[config.mk]
export PLATFORM = sky130hd
export DESIGN_NAME = crc16_frame_generate_check
export DESIGN_NICKNAME = d
export VERILOG_FILES = /design/src/hdl/crc16fg_pkg.sv /design/src/hdl/crc16fg_front.sv /design/src/hdl/crc16fg_queue.sv /design/src/hdl/crc16fg_back.sv /design/src/hdl/crc16_frame_generate_check.sv
export SDC_FILE = /design/constraint.sdc
export NUM_CORES = 1
export LEC_CHECK = 0
export CORE_ASPECT_RATIO = 2
export CORE_MARGIN = 1.5
export CORE_UTILIZATION = 60
export CTS_BUF_LIST = sky130_fd_sc_hd__clkbuf_16
export CTS_CLUSTER_SIZE = 8
export DETAILED_ROUTE_END_ITERATION = 8
export DONT_BUFFER_PORTS = 1
export PLACE_DENSITY_LB_ADDON = 0.25
export REMOVE_ABC_BUFFERS = 1
export SLEW_MARGIN = 20
export SYNTH_ARGS = -nofsm -noshare
export SYNTH_HDL_FRONTEND = slang
export SYNTH_SLANG_ARGS = --single-unit
[constraint.sdc]
create_clock -name clk -period 14.8 [get_ports clk]
set_input_delay 0.74 -clock clk [delete_from_list [all_inputs] [get_ports clk]]
set_output_delay 0.74 -clock clk [all_outputs]
set_load 0.1 [all_outputs]
[src/hdl/crc16fg_pkg.sv]
// Shared types and constants for the CRC-16 frame generator / checker.
package crc16fg_pkg;

  localparam logic [15:0] CRC_INIT      = 16'hFFFF;
  localparam logic [15:0] POLY_RESET    = 16'hA001;
  localparam int          QUEUE_DEPTH_D = 4;

  // Register indexes on the configuration port.
  localparam logic REG_POLY = 1'b0;
  localparam logic REG_MODE = 1'b1;

  // Output beat kinds.
  localparam logic [1:0] KIND_DATA    = 2'd0;
  localparam logic [1:0] KIND_CRC     = 2'd1;
  localparam logic [1:0] KIND_VERDICT = 2'd2;

  typedef enum logic [1:0] {
    JOB_ECHO,
    JOB_APPEND,
    JOB_VERDICT
  } job_op_t;

  // One queued unit of back-end work: one or three output beats.
  typedef struct packed {
    job_op_t     op;
    logic [7:0]  data;
    logic [15:0] crc;
    logic        ok;
  } job_t;

endpackage

[src/hdl/crc16fg_front.sv]
// Front end: accepts frame bytes, runs the CRC and hold window, emits jobs.
module crc16fg_front import crc16fg_pkg::*; (
  input  logic        clk,
  input  logic        rst,
  input  logic        in_valid,
  output logic        in_ready,
  input  logic [7:0]  data_byte,
  input  logic        frame_end,
  input  logic [15:0] polynomial,
  input  logic        mode,
  input  logic        queue_full,
  output logic        job_push,
  output job_t        job
);

  logic [15:0] crc_value, crc_value_next;
  logic [7:0]  held_older, held_older_next;
  logic [7:0]  held_newer, held_newer_next;
  logic [1:0]  held_count, held_count_next;
  logic        accept;
  logic [15:0] crc_in_byte, crc_in_older, crc_chk;
  logic [1:0]  cnt_chk;

  // One byte through the reflected CRC: eight shift/xor steps.
  function automatic logic [15:0] crc_byte(input logic [15:0] crc, input logic [7:0] b,
                                           input logic [15:0] poly);
    logic [15:0] c;
    c = crc ^ {8'h00, b};
    for (int i = 0; i < 8; i++) begin
      if (c[0]) c = {1'b0, c[15:1]} ^ poly;
      else      c = {1'b0, c[15:1]};
    end
    return c;
  endfunction

  assign in_ready     = !queue_full;
  assign accept       = in_valid && in_ready;
  assign crc_in_byte  = crc_byte(crc_value, data_byte, polynomial);
  assign crc_in_older = crc_byte(crc_value, held_older, polynomial);
  assign crc_chk      = (held_count == 2'd2) ? crc_in_older : crc_value;
  assign cnt_chk      = ((held_count == 2'd2) ? 2'd1 : held_count) + 2'd1;

  always_comb begin
    crc_value_next  = crc_value;
    held_older_next = held_older;
    held_newer_next = held_newer;
    held_count_next = held_count;
    job_push        = 1'b0;
    job.op          = JOB_ECHO;
    job.data        = data_byte;
    job.crc         = crc_in_byte;
    job.ok          = 1'b0;
    if (accept) begin
      if (!mode) begin
        job_push       = 1'b1;
        job.op         = frame_end ? JOB_APPEND : JOB_ECHO;
        crc_value_next = crc_in_byte;
      end else begin
        crc_value_next  = crc_chk;
        held_older_next = held_newer;
        held_newer_next = data_byte;
        held_count_next = cnt_chk;
        if (frame_end) begin
          job_push = 1'b1;
          job.op   = JOB_VERDICT;
          job.data = 8'h00;
          job.ok   = (cnt_chk == 2'd2) && (held_newer == crc_chk[7:0]) &&
                     (data_byte == crc_chk[15:8]);
        end
      end
      // Drop the frame state once the frame closes.
      if (frame_end) begin
        crc_value_next  = CRC_INIT;
        held_older_next = 8'h00;
        held_newer_next = 8'h00;
        held_count_next = 2'd0;
      end
    end
  end

  always_ff @(posedge clk) begin
    if (rst) begin
      crc_value  <= CRC_INIT;
      held_older <= 8'h00;
      held_newer <= 8'h00;
      held_count <= 2'd0;
    end else begin
      crc_value  <= crc_value_next;
      held_older <= held_older_next;
      held_newer <= held_newer_next;
      held_count <= held_count_next;
    end
  end

endmodule

[src/hdl/crc16fg_queue.sv]
// Small job FIFO between the front and back ends.
module crc16fg_queue import crc16fg_pkg::*; #(
  parameter int DEPTH = QUEUE_DEPTH_D
) (
  input  logic clk,
  input  logic rst,
  input  logic push,
  input  job_t push_job,
  input  logic pop,
  output job_t head_job,
  output logic full,
  output logic empty
);

  localparam int AW = (DEPTH > 1) ? $clog2(DEPTH) : 1;
  localparam int CW = $clog2(DEPTH + 1);
  localparam logic [AW-1:0] LAST = AW'(DEPTH - 1);
  localparam logic [CW-1:0] FULL_COUNT = CW'(DEPTH);

  job_t          slots [DEPTH];
  logic [AW-1:0] wr_ptr, rd_ptr;
  logic [CW-1:0] count;
  logic          do_push, do_pop;

  assign full     = (count == FULL_COUNT);
  assign empty    = (count == '0);
  assign do_push  = push && !full;
  assign do_pop   = pop && !empty;
  assign head_job = slots[rd_ptr];

  always_ff @(posedge clk) begin
    if (do_push) slots[wr_ptr] <= push_job;
  end

  always_ff @(posedge clk) begin
    if (rst) begin
      wr_ptr <= '0;
      rd_ptr <= '0;
      count  <= '0;
    end else begin
      if (do_push) wr_ptr <= (wr_ptr == LAST) ? '0 : wr_ptr + 1'b1;
      if (do_pop)  rd_ptr <= (rd_ptr == LAST) ? '0 : rd_ptr + 1'b1;
      unique case ({do_push, do_pop})
        2'b10:   count <= count + 1'b1;
        2'b01:   count <= count - 1'b1;
        default: count <= count;
      endcase
    end
  end

endmodule

[src/hdl/crc16fg_back.sv]
// Back end: expands queued jobs into output beats through an output register.
module crc16fg_back import crc16fg_pkg::*; (
  input  logic       clk,
  input  logic       rst,
  input  job_t       head_job,
  input  logic       queue_empty,
  output logic       pop,
  output logic       out_valid,
  input  logic       out_ready,
  output logic [1:0] kind,
  output logic [7:0] out_byte,
  output logic       crc_ok,
  output logic       run_last
);

  logic [1:0] beat_idx;
  logic       load;
  logic [1:0] b_kind;
  logic [7:0] b_byte;
  logic       b_ok, b_last;

  assign load = !queue_empty && (!out_valid || out_ready);
  assign pop  = load && b_last;

  always_comb begin
    b_kind = KIND_DATA;
    b_byte = head_job.data;
    b_ok   = 1'b0;
    b_last = 1'b1;
    unique case (head_job.op)
      JOB_ECHO: begin
        b_last = 1'b1;
      end
      JOB_APPEND: begin
        priority case (beat_idx)
          2'd0: begin
            b_last = 1'b0;
          end
          2'd1: begin
            b_kind = KIND_CRC;
            b_byte = head_job.crc[7:0];
            b_last = 1'b0;
          end
          default: begin
            b_kind = KIND_CRC;
            b_byte = head_job.crc[15:8];
          end
        endcase
      end
      JOB_VERDICT: begin
        b_kind = KIND_VERDICT;
        b_byte = 8'h00;
        b_ok   = head_job.ok;
      end
      default: begin
        b_last = 1'b1;
      end
    endcase
  end

  always_ff @(posedge clk) begin
    if (rst) begin
      out_valid <= 1'b0;
      beat_idx  <= 2'd0;
    end else begin
      if (load) begin
        out_valid <= 1'b1;
        beat_idx  <= b_last ? 2'd0 : beat_idx + 2'd1;
      end else if (out_ready) begin
        out_valid <= 1'b0;
      end
    end
  end

  always_ff @(posedge clk) begin
    if (load) begin
      kind     <= b_kind;
      out_byte <= b_byte;
      crc_ok   <= b_ok;
      run_last <= b_last;
    end
  end

endmodule

[src/hdl/crc16_frame_generate_check.sv]
// Top level of the CRC-16 frame generator / checker with its register port.
//
//   channel | direction | handshake            | beat payload
//   --------+-----------+----------------------+----------------------------------
//   in      | input     | in_valid / in_ready  | data_byte, frame_end
//   out     | output    | out_valid / out_ready| kind, out_byte, crc_ok, run_last
//   apb     | input     | psel/penable/pready  | paddr, pwdata, prdata
//
// One input beat is taken per cycle while the job queue has room; the
// eight-bit CRC update is combinational XOR logic in the front end.
// Output beats leave at one per cycle while out_ready holds high; a generate-mode
// frame end costs three output beats, so the output port sets the long-run rate then.
// Reset (rst, synchronous) loads polynomial 0xA001, generate mode, and an
// empty queue with the CRC at 0xFFFF. Each side stalls on its own: a stalled
// output fills the queue before in_ready drops.
module crc16_frame_generate_check import crc16fg_pkg::*; #(
  parameter int QUEUE_DEPTH = QUEUE_DEPTH_D
) (
  input  logic        clk,
  input  logic        rst,
  // input beats
  input  logic        in_valid,
  output logic        in_ready,
  input  logic [7:0]  data_byte,
  input  logic        frame_end,
  // output beats
  output logic        out_valid,
  input  logic        out_ready,
  output logic [1:0]  kind,
  output logic [7:0]  out_byte,
  output logic        crc_ok,
  output logic        run_last,
  // register port
  input  logic        psel,
  input  logic        penable,
  input  logic        pwrite,
  input  logic [2:0]  paddr,
  input  logic [31:0] pwdata,
  output logic [31:0] prdata,
  output logic        pready
);

  logic [15:0] polynomial;
  logic        mode;
  logic        reg_write;
  logic        job_push, job_pop, queue_full, queue_empty;
  job_t        push_job, head_job;

  // Registers sit at word addresses; paddr[2] picks the register.
  assign pready    = 1'b1;
  assign reg_write = psel && penable && pwrite && pready;

  always_ff @(posedge clk) begin
    if (rst) begin
      polynomial <= POLY_RESET;
      mode       <= 1'b0;
    end else if (reg_write) begin
      unique case (paddr[2])
        REG_POLY: polynomial <= pwdata[15:0];
        REG_MODE: mode       <= pwdata[0];
        default:  mode       <= mode;
      endcase
    end
  end

  always_comb begin
    unique case (paddr[2])
      REG_POLY: prdata = {16'h0000, polynomial};
      REG_MODE: prdata = {31'h0, mode};
      default:  prdata = 32'h0;
    endcase
  end

  // Front: classify each byte, advance the CRC and hold window.
  crc16fg_front u_front (
    .clk        (clk),
    .rst        (rst),
    .in_valid   (in_valid),
    .in_ready   (in_ready),
    .data_byte  (data_byte),
    .frame_end  (frame_end),
    .polynomial (polynomial),
    .mode       (mode),
    .queue_full (queue_full),
    .job_push   (job_push),
    .job        (push_job)
  );

  // Decouple the front from output stalls.
  crc16fg_queue #(
    .DEPTH (QUEUE_DEPTH)
  ) u_queue (
    .clk      (clk),
    .rst      (rst),
    .push     (job_push),
    .push_job (push_job),
    .pop      (job_pop),
    .head_job (head_job),
    .full     (queue_full),
    .empty    (queue_empty)
  );

  // Back: one beat per cycle out of the head job while out_ready is high.
  crc16fg_back u_back (
    .clk         (clk),
    .rst         (rst),
    .head_job    (head_job),
    .queue_empty (queue_empty),
    .pop         (job_pop),
    .out_valid   (out_valid),
    .out_ready   (out_ready),
    .kind        (kind),
    .out_byte    (out_byte),
    .crc_ok      (crc_ok),
    .run_last    (run_last)
  );

endmodule

==> results of run 1 <==
==> power by group through the flow <==
stage | logic [mW] | clock network, mW | registers, mW
finish | 1.13 | 0.455 | 0.861
global route | 1.21 | 0.479 | 0.868
CTS | 1.12 | 0.460 | 0.860
detailed placement | 1.12 | 0 | 0.871
global placement | 1.10 | 0 | 0.867
floorplan | 0.827 | 0 | 0.869
==> placed cells by master, fill, tap and decap left out, types with 9 or more instances in the layout <==
master / count
nand2_1: 240
xnor2_1: 192
edfxtp_1: 120
nor2_1: 87
dfxtp_1: 62
a21oi_1: 61
xor2_1: 40
o21ai_0: 35
buf_4: 31
mux4_2: 27
inv_1: 25
nand3_1: 24
xnor3_1: 22
a22oi_1: 22
and2_1: 17
conb_1: 17
clkbuf_16: 17
nor3_1: 14
a211oi_1: 13
nor2b_1: 13
mux2i_1: 13
nand4_1: 12
ha_1: 12
and3_1: 11
nand2b_1: 9
nor2b_2: 9
==> worst max-delay path: stages, from the launching register on <==
cell	delay, ns
dfxtp_1	0.31
buf_4	0.21
xor2_2	0.80
nand2_1	0.24
xor2_1	0.50
or4_4	0.24
and2_1	0.54
nor3_1	0.13
o31a_1	0.33
or3b_4	0.43
a211oi_4	0.69
o21ai_0	0.27
xnor2_1	0.48
o22ai_1	0.13
or4_1	0.53
o31a_1	0.26
a2111oi_2	0.41
==> logic make-up after synthesis <==
kind of cell	synth area share
and+or+nand+nor	0.165
xor gates and xnor gates	0.203
AOI/OAI and AO/OA	0.129
DFF	0.378
buffers and inverters	0.0502
muxes	0.0611
adders and majority gates	0.0132
other	0.000584
==> flip-flops by register name, indices dropped and copies added, names as in the netlist, 3 cells and up, named ones only <==
signal	cells
u_back.out_byte	8
u_queue.count	3
u_front.held_older	8
u_front.held_newer	8
u_front.crc_value	16
u_queue.slots	108
polynomial	16
==> area by class of cell <==
cell class | count | area (um^2) | area share
Multi-Input combinational cell | 1042 | 7440 | 0.548
Clock buffer | 17 | 425 | 0.0313
Clock inverter | 15 | 163 | 0.0120
Sequential cell | 183 | 4870 | 0.358
Tap cell | 269 | 337 | 0.0248
Inverter | 30 | 113 | 0.00829
Timing Repair Buffer | 31 | 233 | 0.0171
==> layer usage <==
| metal | up-vias | GRT usage | share of wire |
|---|---|---|---|
| li1 | 4574 | - | - |
| met3 | 148 | 0.0553 | 0.054 |
| met4 | 0 | 0.253 | 0.086 |
| met5 | - | 0 | 0 |
| met1 | 4843 | 0.336 | 0.33 |
| met2 | 451 | 0.606 | 0.53 |
==> stage by stage <==
| stage | cell area, um^2 | worst slack, ns | utilization | total power, mW |
|---|---|---|---|---|
| 5_1_grt | 13600 | 7.57 | 0.646 | 2.55 |
| 3_3_place_gp | 13000 | 8.32 | 0.618 | 1.96 |
| 2_1_floorplan | 12400 | 9.28 | - | 1.70 |
| 6_report | 13600 | 8.00 | 0.646 | 2.45 |
| 3_5_place_dp | 13000 | 8.20 | 0.618 | 1.99 |
| 4_1_cts | 13600 | 8.17 | 0.646 | 2.44 |
==> worst min path at each step <==
stage	slack (ns)	to	cells after the start
global placement	0.45	u_back.beat_idx[1]	2
global route	0.34	u_queue.count[2]	1
CTS	0.34	u_queue.count[1]	1
floorplan	0.44	u_back.beat_idx[1]	2
detailed placement	0.46	u_back.beat_idx[1]	2
finish	0.36	u_queue.count[1]	1
==> results.txt, run 1 <==
Int Power: 1.38 mW
DR WL/cell: 23.0 um
Drt drc: 0
Top-count cell post-synth: nand2_1
Max transition margin: 0.238
Routed vias: 10000
H-tree Lvls: 4
Critical path startpoint category: register
Combinational power share: 0.463
Top Ports: 98
Max VDD drop: 0.129 mV
Clock latency at the later pin of the worst-skew pair: 0.45 ns
Number of global-route vias before repair: 9741
Placed Instances: 1555
R2R setup slack: 8.00 ns
Initial Util: 0.612
Synth top area share: 0.280
Max-cap violations: 0
Avg Synthesized Cell Area: 9.48 um^2
Worst Setup SP: u_front.crc_value[0]
#FFs+latches synth: 183
Mapped Cells: 1356
Cts repair resizes: 0
Status: finished, final reports clean
Prevailing post-synth register cell: edfxtp_1
Row count: 75
Largest cells by area after synthesis: edfxtp_1, xnor2_1, dfxtp_1
GPL Wtd Cong: 1.01
FF-to-FF path depth: 16
Vias/cell: 6.31
Area leader, netlist: edfxtp_1
HP Class: primary input to register
Die Wd: 107 um
Nets: 1369
Post-synth top cells: nand2_1, xnor2_1, edfxtp_1, nor2_1, clkbuf_1
RSZ-0062 raised after global routing: false
Post-synth EDFFs: 120
Clock Sinks: 183
Min Hold Slack: 0.355 ns
Fin. max-slew vios: 0
Warnings, synthesis: 0
GRT Residual Overflow: 0
R2R Path End: u_queue.slots[2][0]
Sw Share: 0.437
Die H: 210 um
Post-Route Setup TNS: 0 ns
Fraction of layout cells with a size suffix above 1: 0.102
# diodes: 0
Path type of the worst setup path: register to register
Final non-filler cell total: 1587
Drt total wl: 36500 um
First-pass GRT wire length: 55500 um
Pre-antenna DRT Iters: 5
Leakage: 4.56 nW
Post-synthesis cell type count: 93
PortBufs: 0
Final worst path period share: 0.460
Net Switching: 1.07 mW
Root Buffer: clkbuf_16
Asr flop ratio synth: 0
Clk_skew: 0.0159 ns
Longest Clk Path Bufs: 2
Critical Path End: u_queue.slots[2][0]
Cell Pwr Density: 180 nW/um^2
DRT iter0 DRCs: 725
Die ar.: 22400 um^2
Register area share after synthesis: 0.378
DPL Wire Length: 26800 um
Sequential Power Share: 0.352
Fmax: 147 MHz
Area Growth Syn to Fin: 5.63%
Clk slew on worst S/H paths: 0.07 ns
Largest net degree at the start of global routing: 47
Core area: 21000 um^2
TritonCTS clock tree: built
Cell area after synthesis: 12900 um^2
Initial antenna violation count: 0
R2r startpoint: u_front.crc_value[0]
Crit Path Max Fanout: 19
Worst EP arrival: 6.98 ns
Worst slew pin tran: 1.14 ns
Tmin final: 6.80 ns
Clock Power Share: 0.186
Req. time, crit path: 14.98 ns
# Post-CTS Setup Buffers: 0
Worst Setup End Kind: register
Hold path startpoint: rst
Routed Antenna Nets: 0
Filler instances: 1759
Final setup viols: 0
Final hold vios: 0
CTS hold repair buffers: 0
Overall global routing resource usage: 0.334
CTS Buf Count: 17
(Power assumes the default switching activity.)
==> run 2: changes to the inputs <==
Clock period 14.8 ns to 6.8 ns, I/O delays scaled along.
==> results.txt, run 2 (synthesis results as in run 1) <==
Pre-antenna DRT Iters: 5 (unchanged)
Initial Util: 0.612 (unchanged)
Row count: 75 (unchanged)
Final worst path period share: 0.898 (+0.438)
Worst slew pin tran: 1.15 ns (+0.00518 ns)
Nets: 1387 (+1.3%)
Max VDD drop: 0.263 mV (+100%)
Max-cap violations: 0 (unchanged)
TritonCTS clock tree: built
Place WS: 0.782 ns (-7.42 ns)
Clk_skew: 0.00946 ns (-0.00643 ns)
HP Class: primary input to register
DPL Wire Length: 27500 um (+2.6%)
H-tree Lvls: 4 (unchanged)
Slowest cell on the critical path: nor4_2
Final setup margin: 0.695 ns (-7.30 ns)
Routed vias: 10100 (+0.58%)
Largest net degree at the start of global routing: 42 (-11%)
Clock Sinks: 183 (unchanged)
Post-Route Setup TNS: 0 ns (unchanged)
Core area: 21000 um^2 (unchanged)
Filler instances: 1733 (-1.5%)
GPL Wtd Cong: 1.05 (+3.8%)
First-pass GRT wire length: 56100 um (+1.2%)
Tmin final: 6.10 ns (-0.699 ns)
Routed Antenna Nets: 0 (unchanged)
Leakage: 4.64 nW (+1.9%)
Clock latency at the later pin of the worst-skew pair: 0.45 ns (about the same)
RSZ-0062 raised after global routing: false
Multi-input gate area: 7440 um^2 (unchanged)
Cell Chain, Critical Path: xnor2_2 > buf_4 > o21ai_1 > and2_1 > a211oi_1 > nor4_2 > nor2_2 > xnor3_1 > a31o_1 > a211oi_4 > o21ai_2 > xnor3_1 > o2bb2ai_1 > or4_1 > o31a_1 > a2111oi_2
Fraction of layout cells with a size suffix above 1: 0.115 (+0.0128)
Die Wd: 107 um (unchanged)
Critical path startpoint category: register
Largest register FFs: 108 (unchanged)
Fin. max-slew vios: 0 (unchanged)
FF/Latch Area: 4870 um^2 (unchanged)
PortBufs: 0 (unchanged)
Number of global-route vias before repair: 9973 (+2.4%)
DRT iter0 DRCs: 640 (-12%)
Final setup viols: 0 (unchanged)
# diodes: 0 (unchanged)
Path type of the worst setup path: register to register
Status: finished, final reports clean
Final core occ: 0.652 (+0.00613)
# Post-CTS Setup Buffers: 0 (unchanged)
Die ar.: 22400 um^2 (unchanged)
Most frequent cells in the layout: nand2_1, xnor2_1, edfxtp_1
Drt total wl: 36800 um (+0.92%)
Max transition margin: 0.234 (-0.00346)
Longest Clk Path Bufs: 2 (unchanged)
Most used cell, CP: xnor3_1
Vias/cell: 6.28 (-0.55%)
Cell Pwr Density: 389 nW/um^2 (+120%)
Worst EP arrival: 6.28 ns (-0.70 ns)
Area Growth Syn to Fin: 6.63%
Top Ports: 98 (unchanged)
Slowest stage delay, CP: 0.73 ns (-0.07 ns)
GRT Residual Overflow: 0 (unchanged)
CTS Buf Count: 17 (unchanged)
Drt drc: 0 (unchanged)
Final hold vios: 0 (unchanged)
Most flop-heavy register: u_queue.slots
Initial antenna violation count: 0 (unchanged)
Die H: 210 um (unchanged)
Biggest regs: u_queue.slots x108, polynomial x16, u_front.crc_value x16
Commonest non-fill, non-tap cell in the layout: nand2_1
Fmax: 164 MHz (+11%)
Crit Path Max Fanout: 13 (-6)
Root Buffer: clkbuf_16
Worst Setup End Kind: register
Clk slew on worst S/H paths: 0.07 ns (about the same)
DR WL/cell: 22.9 um (-0.21%)
Overall global routing resource usage: 0.339 (+0.00493)
Req. time, crit path: 6.98 ns (-8.00 ns)
run 2: area by class of cell:
| cell class | instances | area share |
|---|---|---|
| tap | 269 | 0.0246 |
| inverter | 30 | 0.00821 |
| timing repair buffer | 49 | 0.0277 |
| sequential | 183 | 0.355 |
| multi-input combinational | 1042 | 0.543 |
| clock buffer | 17 | 0.0310 |
| clock inverter | 15 | 0.0105 |
run 2: where the power goes:
group / switching (mW) / internal (mW) / total [mW]
registers: 0.395 / 1.49 / 1.88
logic: 1.47 / 1.02 / 2.49
clock network: 0.447 / 0.513 / 0.960
run 2: worst paths after layout:
| kind | slack (ns) | end | cells after the start | start |
|---|---|---|---|---|
| worst min-delay path | 0.02 | polynomial[13] | 2 | pwdata[13] |
| worst max-delay path | 0.70 | u_queue.slots[3][0] | 16 | u_front.crc_value[0] |
| worst max register to register | 0.70 | u_queue.slots[3][0] | 16 | u_front.crc_value[0] |
| worst min register to register | 0.48 | u_back.beat_idx[1] | 2 | u_back.beat_idx[1] |
run 2: stage by stage:
| stage | total power [mW] | std cells | instance area (um^2) | hold slack (ns) |
|---|---|---|---|---|
| after global placement | 4.29 | 1572 | 13100 | 0.418 |
| after detailed placement | 4.34 | 1572 | 13100 | 0.421 |
| after CTS | 5.31 | 1605 | 13700 | 0.0130 |
| final | 5.33 | 1605 | 13700 | 0.0211 |
| after global routing | 5.56 | 1605 | 13700 | 0.0231 |
| after floorplan | 3.69 | 1255 | 12400 | 0.409 |
run 2: metal layers:
metal | track usage | vias up | part of all wire
li1 | - | 4627 | -
met5 | 0 | - | 0
met2 | 0.609 | 464 | 0.53
met3 | 0.0560 | 166 | 0.055
met4 | 0.279 | 0 | 0.091
met1 | 0.336 | 4817 | 0.33
run 2: critical path, delay by kind of cell (launching register included):
| family | cells | cell delay (ns) |
|---|---|---|
| buffers and inverters | 1 | 0.22 |
| AO/OA/AOI/OAI | 8 | 2.14 |
| XOR/XNOR | 3 | 0.92 |
| AND/OR/NAND/NOR | 4 | 1.94 |
| flip-flops | 1 | 0.59 |
run 2: repair_timing:
action | CTS | global route
hold buffers | 1 | 0
endpoints found under the hold margin | 43 | 0
gates resized for setup | 0 | 0
